File: src/design/efc_pkg.sv
// Package for the event queue with per-event counters.
// Holds the word types, operation codes and default sizes; no dependencies.
`default_nettype none

package efc_pkg;

  localparam int DEPTH_DEF      = 32;
  localparam int NUM_EVENTS_DEF = 16;

  localparam int CODE_W = 4;
  localparam int AUX_W  = 32;
  localparam int STAT_W = 8;

  localparam logic [1:0] OP_PUSH  = 2'd0;
  localparam logic [1:0] OP_POP   = 2'd1;
  localparam logic [1:0] OP_QUERY = 2'd2;

  localparam logic [CODE_W-1:0] VOID_CODE = '0;

  typedef struct packed {
    logic [1:0]        operation;
    logic [CODE_W-1:0] event_code;
    logic [AUX_W-1:0]  aux_word;
  } in_item_t;

  typedef struct packed {
    logic              item_valid;
    logic [CODE_W-1:0] popped_event;
    logic [AUX_W-1:0]  popped_aux;
    logic [STAT_W-1:0] statistic;
    logic              overflow_seen;
  } out_item_t;

  typedef struct packed {
    logic [CODE_W-1:0] code;
    logic [AUX_W-1:0]  aux;
  } entry_t;

  // Request from the queue control to the statistics block.
  typedef struct packed {
    logic              push;
    logic              query;
    logic [CODE_W-1:0] code;
  } stats_req_t;

endpackage

`default_nettype wire

File: src/design/efc_entry_ram.sv
// Entry storage of the event queue: one write port, one registered read port.
// Depends on efc_pkg for the entry type.
`default_nettype none

module efc_entry_ram #(
  parameter int DEPTH = efc_pkg::DEPTH_DEF
) (
  input  wire logic                     clk,
  input  wire logic                     we,
  input  wire logic [$clog2(DEPTH)-1:0] waddr,
  input  wire efc_pkg::entry_t          wdata,
  input  wire logic                     re,
  input  wire logic [$clog2(DEPTH)-1:0] raddr,
  output efc_pkg::entry_t               rdata
);

  efc_pkg::entry_t mem [DEPTH];
  efc_pkg::entry_t rdata_r;

  always_ff @(posedge clk) begin
    if (we) begin
      mem[waddr] <= wdata;
    end
  end

  always_ff @(posedge clk) begin
    if (re) begin
      rdata_r <= mem[raddr];
    end
  end

  assign rdata = rdata_r;

endmodule

`default_nettype wire

File: src/design/efc_stats.sv
// Per-event 8-bit counters and their running total, with the query read path.
// Depends on efc_pkg for the request type and widths.
`default_nettype none

module efc_stats #(
  parameter int NUM_EVENTS = efc_pkg::NUM_EVENTS_DEF
) (
  input  wire logic                           clk,
  input  wire logic                           rst_n,
  input  wire efc_pkg::stats_req_t            req,
  output logic [efc_pkg::STAT_W-1:0]          stat
);

  localparam int          IDX_W    = $clog2(NUM_EVENTS);
  localparam logic [31:0] NUM_EV_U = 32'(NUM_EVENTS);

  logic [efc_pkg::STAT_W-1:0] cnt_r [NUM_EVENTS];
  logic [efc_pkg::STAT_W-1:0] total_r;
  logic [IDX_W-1:0]           idx;
  logic                       in_range;

  assign idx      = IDX_W'(req.code);
  assign in_range = 32'(req.code) < NUM_EV_U;

  always_ff @(posedge clk) begin
    if (!rst_n) begin
      for (int i = 0; i < NUM_EVENTS; i++) begin
        cnt_r[i] <= '0;
      end
      total_r <= '0;
    end else if (req.push && in_range) begin
      cnt_r[idx] <= cnt_r[idx] + 1'b1;
      total_r    <= total_r + 1'b1;
    end
  end

  // The void code reads the running total; codes without a counter read zero.
  always_comb begin
    stat = '0;
    if (req.query) begin
      if (req.code == efc_pkg::VOID_CODE) begin
        stat = total_r;
      end else if (in_range) begin
        stat = cnt_r[idx];
      end
    end
  end

endmodule

`default_nettype wire

File: src/design/event_fifo_with_counters.sv
// Top level of the event queue with per-event counters.
// Depends on efc_pkg, efc_entry_ram and efc_stats.
// Every word (push, pop, statistics query or unused operation) yields exactly one result
// word. A word is taken into an input register, does its pointer, occupancy and counter
// update there, and moves into the result register; a new word can be accepted every
// cycle while the output side does not stall. The result is presented from the result
// register. The single read port of the entry memory is read once per word, and its
// registered data forms the popped fields of the result. No clearing pass is needed after
// reset.
`default_nettype none

module event_fifo_with_counters #(
  parameter int DEPTH      = efc_pkg::DEPTH_DEF,
  parameter int NUM_EVENTS = efc_pkg::NUM_EVENTS_DEF
) (
  input  wire logic               clk,
  input  wire logic               rst_n,
  input  wire logic               in_valid,
  output logic                    in_stall,
  input  wire efc_pkg::in_item_t  in_data,
  output logic                    out_valid,
  input  wire logic               out_stall,
  output efc_pkg::out_item_t      out_data
);

  localparam int PTR_W = $clog2(DEPTH);
  localparam int OCC_W = $clog2(DEPTH + 1);
  localparam logic [PTR_W-1:0] PTR_LAST = PTR_W'(DEPTH - 1);
  localparam logic [OCC_W-1:0] OCC_FULL = OCC_W'(DEPTH);

  logic                       in_v_r;
  efc_pkg::in_item_t          in_item_r;
  logic                       out_v_r;
  logic                       out_pop_r;
  logic [efc_pkg::STAT_W-1:0] out_stat_r;
  logic                       out_ovf_r;

  logic [PTR_W-1:0] rd_ptr_r, rd_ptr_nxt;
  logic [PTR_W-1:0] wr_ptr_r, wr_ptr_nxt;
  logic [OCC_W-1:0] occ_r, occ_nxt;
  logic             ovf_r, ovf_nxt;

  logic out_adv, fire, is_push, is_pop, is_query, full, empty, do_push, do_pop;

  efc_pkg::entry_t            wdata, rdata;
  efc_pkg::stats_req_t        stats_req;
  logic [efc_pkg::STAT_W-1:0] stat;

  assign out_adv  = !out_v_r || !out_stall;
  assign in_stall = in_v_r && !out_adv;
  assign fire     = in_v_r && out_adv;

  assign is_push  = fire && (in_item_r.operation == efc_pkg::OP_PUSH);
  assign is_pop   = fire && (in_item_r.operation == efc_pkg::OP_POP);
  assign is_query = fire && (in_item_r.operation == efc_pkg::OP_QUERY);

  assign full    = occ_r == OCC_FULL;
  assign empty   = occ_r == '0;
  assign do_push = is_push && !full;
  assign do_pop  = is_pop && !empty;

  always_comb begin
    rd_ptr_nxt = rd_ptr_r;
    wr_ptr_nxt = wr_ptr_r;
    occ_nxt    = occ_r;
    ovf_nxt    = ovf_r | (is_push && full);
    if (do_push) begin
      wr_ptr_nxt = (wr_ptr_r == PTR_LAST) ? '0 : wr_ptr_r + 1'b1;
      occ_nxt    = occ_r + 1'b1;
    end
    if (do_pop) begin
      rd_ptr_nxt = (rd_ptr_r == PTR_LAST) ? '0 : rd_ptr_r + 1'b1;
      occ_nxt    = occ_r - 1'b1;
    end
  end

  // Input stage: takes a new word whenever the stage is empty or empties in the same cycle.
  always_ff @(posedge clk) begin
    if (!rst_n) begin
      in_v_r <= 1'b0;
    end else if (!in_stall) begin
      in_v_r <= in_valid;
    end
  end

  always_ff @(posedge clk) begin
    if (!in_stall && in_valid) begin
      in_item_r <= in_data;
    end
  end

  always_ff @(posedge clk) begin
    if (!rst_n) begin
      out_v_r  <= 1'b0;
      rd_ptr_r <= '0;
      wr_ptr_r <= '0;
      occ_r    <= '0;
      ovf_r    <= 1'b0;
    end else begin
      if (out_adv) begin
        out_v_r <= in_v_r;
      end
      rd_ptr_r <= rd_ptr_nxt;
      wr_ptr_r <= wr_ptr_nxt;
      occ_r    <= occ_nxt;
      ovf_r    <= ovf_nxt;
    end
  end

  always_ff @(posedge clk) begin
    if (fire) begin
      out_pop_r  <= do_pop;
      out_stat_r <= stat;
      out_ovf_r  <= ovf_nxt;
    end
  end

  assign wdata.code = in_item_r.event_code;
  assign wdata.aux  = in_item_r.aux_word;

  // The read data register loads together with the result register, so it
  // holds the popped entry for as long as the result waits.
  efc_entry_ram #(
    .DEPTH (DEPTH)
  ) u_ram (
    .clk   (clk),
    .we    (do_push),
    .waddr (wr_ptr_r),
    .wdata (wdata),
    .re    (fire),
    .raddr (rd_ptr_r),
    .rdata (rdata)
  );

  assign stats_req.push  = do_push;
  assign stats_req.query = is_query;
  assign stats_req.code  = in_item_r.event_code;

  efc_stats #(
    .NUM_EVENTS (NUM_EVENTS)
  ) u_stats (
    .clk   (clk),
    .rst_n (rst_n),
    .req   (stats_req),
    .stat  (stat)
  );

  assign out_valid              = out_v_r;
  assign out_data.item_valid    = out_pop_r;
  assign out_data.popped_event  = out_pop_r ? rdata.code : '0;
  assign out_data.popped_aux    = out_pop_r ? rdata.aux : '0;
  assign out_data.statistic     = out_stat_r;
  assign out_data.overflow_seen = out_ovf_r;

  a_occ_bound: assert property (@(posedge clk) disable iff (!rst_n)
    occ_r <= OCC_FULL)
    else $error("queue occupancy exceeds its depth");

  a_empty_ptrs: assert property (@(posedge clk) disable iff (!rst_n)
    (occ_r == '0) |-> (rd_ptr_r == wr_ptr_r))
    else $error("empty queue with mismatched pointers");

  a_ovf_sticky: assert property (@(posedge clk) disable iff (!rst_n)
    ovf_r |=> ovf_r)
    else $error("overflow flag cleared without reset");

  a_pop_nonempty: assert property (@(posedge clk) disable iff (!rst_n)
    do_pop |=> (occ_r == $past(occ_r) - 1'b1))
    else $error("pop did not reduce occupancy by one");

endmodule

`default_nettype wire

File: config.mk
export PLATFORM = sky130hd
export DESIGN_NAME = event_fifo_with_counters
export DESIGN_NICKNAME = d
export VERILOG_FILES = /design/src/design/efc_pkg.sv /design/src/design/efc_entry_ram.sv /design/src/design/efc_stats.sv /design/src/design/event_fifo_with_counters.sv
export SDC_FILE = /design/constraint.sdc
export NUM_CORES = 2
export LEC_CHECK = 0
export BUFFER_PORTS_ARGS = -buffer_cell sky130_fd_sc_hd__buf_2
export CAP_MARGIN = 20
export CORE_MARGIN = 2
export CORE_UTILIZATION = 56
export DETAILED_ROUTE_END_ITERATION = 6
export PLACE_DENSITY = 0.71
export RECOVER_POWER = 50
export SLEW_MARGIN = 30
export SYNTH_ARGS = -nofsm -noshare
export SYNTH_HDL_FRONTEND = slang
export SYNTH_HIERARCHICAL = 1
export SYNTH_SLANG_ARGS = --single-unit
File: constraint.sdc
create_clock -name clk -period 5.1 [get_ports clk]
set_input_delay 1.02 -clock clk [delete_from_list [all_inputs] [get_ports clk]]
set_output_delay 1.02 -clock clk [all_outputs]
set_load 0.02 [all_outputs]
==> impl_metrics.toml <==
[setup_path]
crit_buf_inv = 3
critPathMaxStageDelay_ns = 0.74
r2r-start = "in_item_r[32]"
worstSetupPathType = "flip-flop to flip-flop"
reg2regPathDepth = 9
timing.rr.end = "u_stats/cnt_r[5][6]"
cp_common_cell = "clkbuf_1"
required_ns = 5.54
startpoint_type = "flip-flop"
cp_top_family = "buffers and inverters"
slowest_stage = "edfxtp_1"
cp_max_fo = 16
crit_chain = "clkbuf_1 -> clkbuf_1 -> mux4_2 -> a22oi_1 -> nand2_1 -> ha_1 -> inv_1 -> or3_1 -> a21oi_1"
crit_path_end_kind = "flip-flop"
arrival_ns = 4.62
r2r_slack_ns = 0.92

[outcome]
violations = "max-capacitance violations, max-slew violations"
outcome = "finished, violations left"

[drt]
wl_per_cell_um = 26.3
dr.pass1.iters = 5
ant_nets = 0
drc_errors = 0
initialDrtViolationCount = 3624
viasPerCell = 6.18
wirelength_mm = 125
dr_total_vias = 29500

[global_route]
grt_max_degree = 112
grt_use_total = 0.251
grt_antenna_before_repair = 0
grt_pass1_wl_mm = 185
grt_pass1_vias = 29400
grt_overflow = 0

[clock_network]
h-tree-depth = 4
clock-sinks = 1391
cts_tree = "yes"
insertion_delay_ns = 0.74
clk_path_buf_depth = 3
post_cts_resized = 0
numCtsBuffers = 138
clkTransAtPathRegs_ns = 0.06
postCtsHoldBufs = 0
clockRootBuffer = "clkbuf_16"
post-cts-setup-buffers = 0

[yosys]
ys_top_cells_by_area = "edfxtp_1 (75%), mux2i_1 (11%), a22oi_1 (1.6%)"
yosysTopAreaCellShare = 0.746
synth.net_count = 3260
synth_area_um2 = 54900
synth_top_area_cell = "edfxtp_1"
ys_seq_elements = 1391
ys_seq_area_frac = 0.756
ys.flop_type = "edfxtp_1"
synthTopCellsByCount = "edfxtp_1 (1364), mux2i_1 (583), nand2_1 (174), a21oi_1 (156), nor2_1 (133)"
synth-async-reset-ratio = 0
ys_types = 52
syn-instance-count = 3207
synth_edf_count = 1364
synth.most_common_cell = "edfxtp_1"
synth.avg_cell_area_um2 = 17.1
yosysWarnings = 6

[final_layout]
final_layout_size_suffix_gt1_frac = 0.126
area_delta_synth_final_pct = 12.2
regArea_um2 = 41500
utilization = 0.635
num_antenna_cells = 0
nets = 3434
multi_input_area_um2 = 12500
fillers = 6675

[floorplanning]
rows = 114
fp.dieW_um = 317
coreArea_um2 = 97000
die-height_um = 317
die_area_um2 = 101000
io-pin-count = 90
start_util = 0.566

[timing]
rsz0062_at_grt = "false"
finalHoldViolCount = 0
tns_ns = 0
fin_skew_ns = 0.0293
tightest_slew_ns = 3.78
period_share = 0.820
setup_viol_count_final = 0
period_minus_slack_ns = 4.18
slew_violations = 629
max_freq_mhz = 239
relSlewSlack = -1.52

[power_and_ir_drop]
p_int_mw = 18.6
pwr-share-seq = 0.546
power_leakage_nw = 19.0
pwr-share-clk = 0.429
combPwrFrac = 0.024
peakVddDrop_mv = 0.291
switching_power_mw = 4.64
power_density_nw_per_um2 = 377
netSwitchingFraction = 0.199

[worst_hold_path]
hold_path.class = "input port to flip-flop"
worstHoldEndpoint = "in_item_r[9]"
holdCritStartpoint = "in_data[9]"
whs_path_depth = 1

[placement]
port_buffers = 89
dp_hpwl_mm = 75.4
gp_congestion = 0.902

[run]
drv_cap = 20
[cells in the final DEF (no fill, tap or decap), types with 7 or more instances in the layout]
cell type	count
a21boi_0	10
a21oi_1	156
a21oi_2	10
a22o_1	72
a22oi_1	120
a31oi_1	38
and2_1	39
buf_12	25
buf_2	73
buf_4	56
bufinv_16	13
clkbuf_1	90
clkbuf_16	144
clkinv_1	24
clkinv_2	29
dfxtp_1	26
edfxtp_1	1364
ha_1	10
inv_1	10
inv_6	7
mux2i_1	583
mux4_2	34
nand2_1	173
nand3_1	118
nor2_1	108
nor2_4	26
nor3_1	39
o21ai_0	8
xnor2_1	8
[flip-flops by register name (all words and copies together) (netlist names)]
signal           cells
in_v_r               1
wr_ptr_r             5
occ_r                6
out_ovf_r            1
out_valid            1
out_stat_r           8
rd_ptr_r             5
ovf_r                1
u_ram/rdata         36
out_pop_r            1
in_item_r           38
u_stats/total_r      8
u_stats/cnt_r      128
u_ram/mem         1152
[routing by layer]
layer,vias up,routed length (um),GRT usage
met5,-,0,0
met4,0,2970,0.0723
met3,209,11000,0.0495
met2,1305,60700,0.404
met1,15000,50700,0.352
li1,12900,-,-
[worst max path at each step]
| stage | start | endpoint | depth (start not counted) |
|---|---|---|---|
| 2_1_floorplan | out_stall | u_ram/mem[12][0] | 8 |
| 3_3_place_gp | out_stall | u_stats/cnt_r[12][0] | 10 |
| 3_5_place_dp | out_stall | u_stats/cnt_r[12][2] | 10 |
| 4_1_cts | in_item_r[32] | u_stats/cnt_r[5][6] | 8 |
| 5_1_grt | in_item_r[32] | u_stats/cnt_r[5][6] | 9 |
| 6_report | in_item_r[32] | u_stats/cnt_r[5][6] | 9 |
[cell type report]
| type | instances | area share |
|---|---|---|
| Tap cell | 1276 | 0.0259 |
| Clock inverter | 77 | 0.0120 |
| Inverter | 12 | 0.000751 |
| Clock buffer | 174 | 0.0605 |
| Timing Repair Buffer | 216 | 0.0248 |
| Multi-Input combinational cell | 1622 | 0.202 |
| Sequential cell | 1391 | 0.674 |
[through the flow]
stage	setup WS [ns]	total power, mW	hold slack [ns]	cells	instance area, um^2
2_1_floorplan	0.543	13.2	0.451	3207	54900
3_3_place_gp	0.958	13.5	0.471	4494	57200
3_5_place_dp	0.859	13.5	0.493	4513	57500
4_1_cts	1.15	23.4	0.408	4764	61900
5_1_grt	0.676	23.9	0.429	4768	61600
6_report	0.920	23.3	0.453	4768	61600
[power by group through the flow]
| stage | registers [mW] | logic [mW] | clock network [mW] |
|---|---|---|---|
| 2_1_floorplan | 13.0 | 0.266 | 0 |
| 3_3_place_gp | 13.0 | 0.497 | 0 |
| 3_5_place_dp | 13.0 | 0.578 | 0 |
| 4_1_cts | 12.7 | 0.581 | 10.1 |
| 5_1_grt | 12.7 | 0.598 | 10.6 |
| 6_report | 12.7 | 0.567 | 9.98 |
[kinds of logic after synthesis]
| kind of cell | Yosys count | share of synthesized area |
|---|---|---|
| mux | 617 | 0.120 |
| xor+xnor | 13 | 0.00207 |
| buf+inv | 194 | 0.0213 |
| flops | 1391 | 0.756 |
| simple gates | 550 | 0.0457 |
| compound gates | 431 | 0.0526 |
| fa+ha+maj | 11 | 0.00264 |
Power figures use the tool's default switching activity.
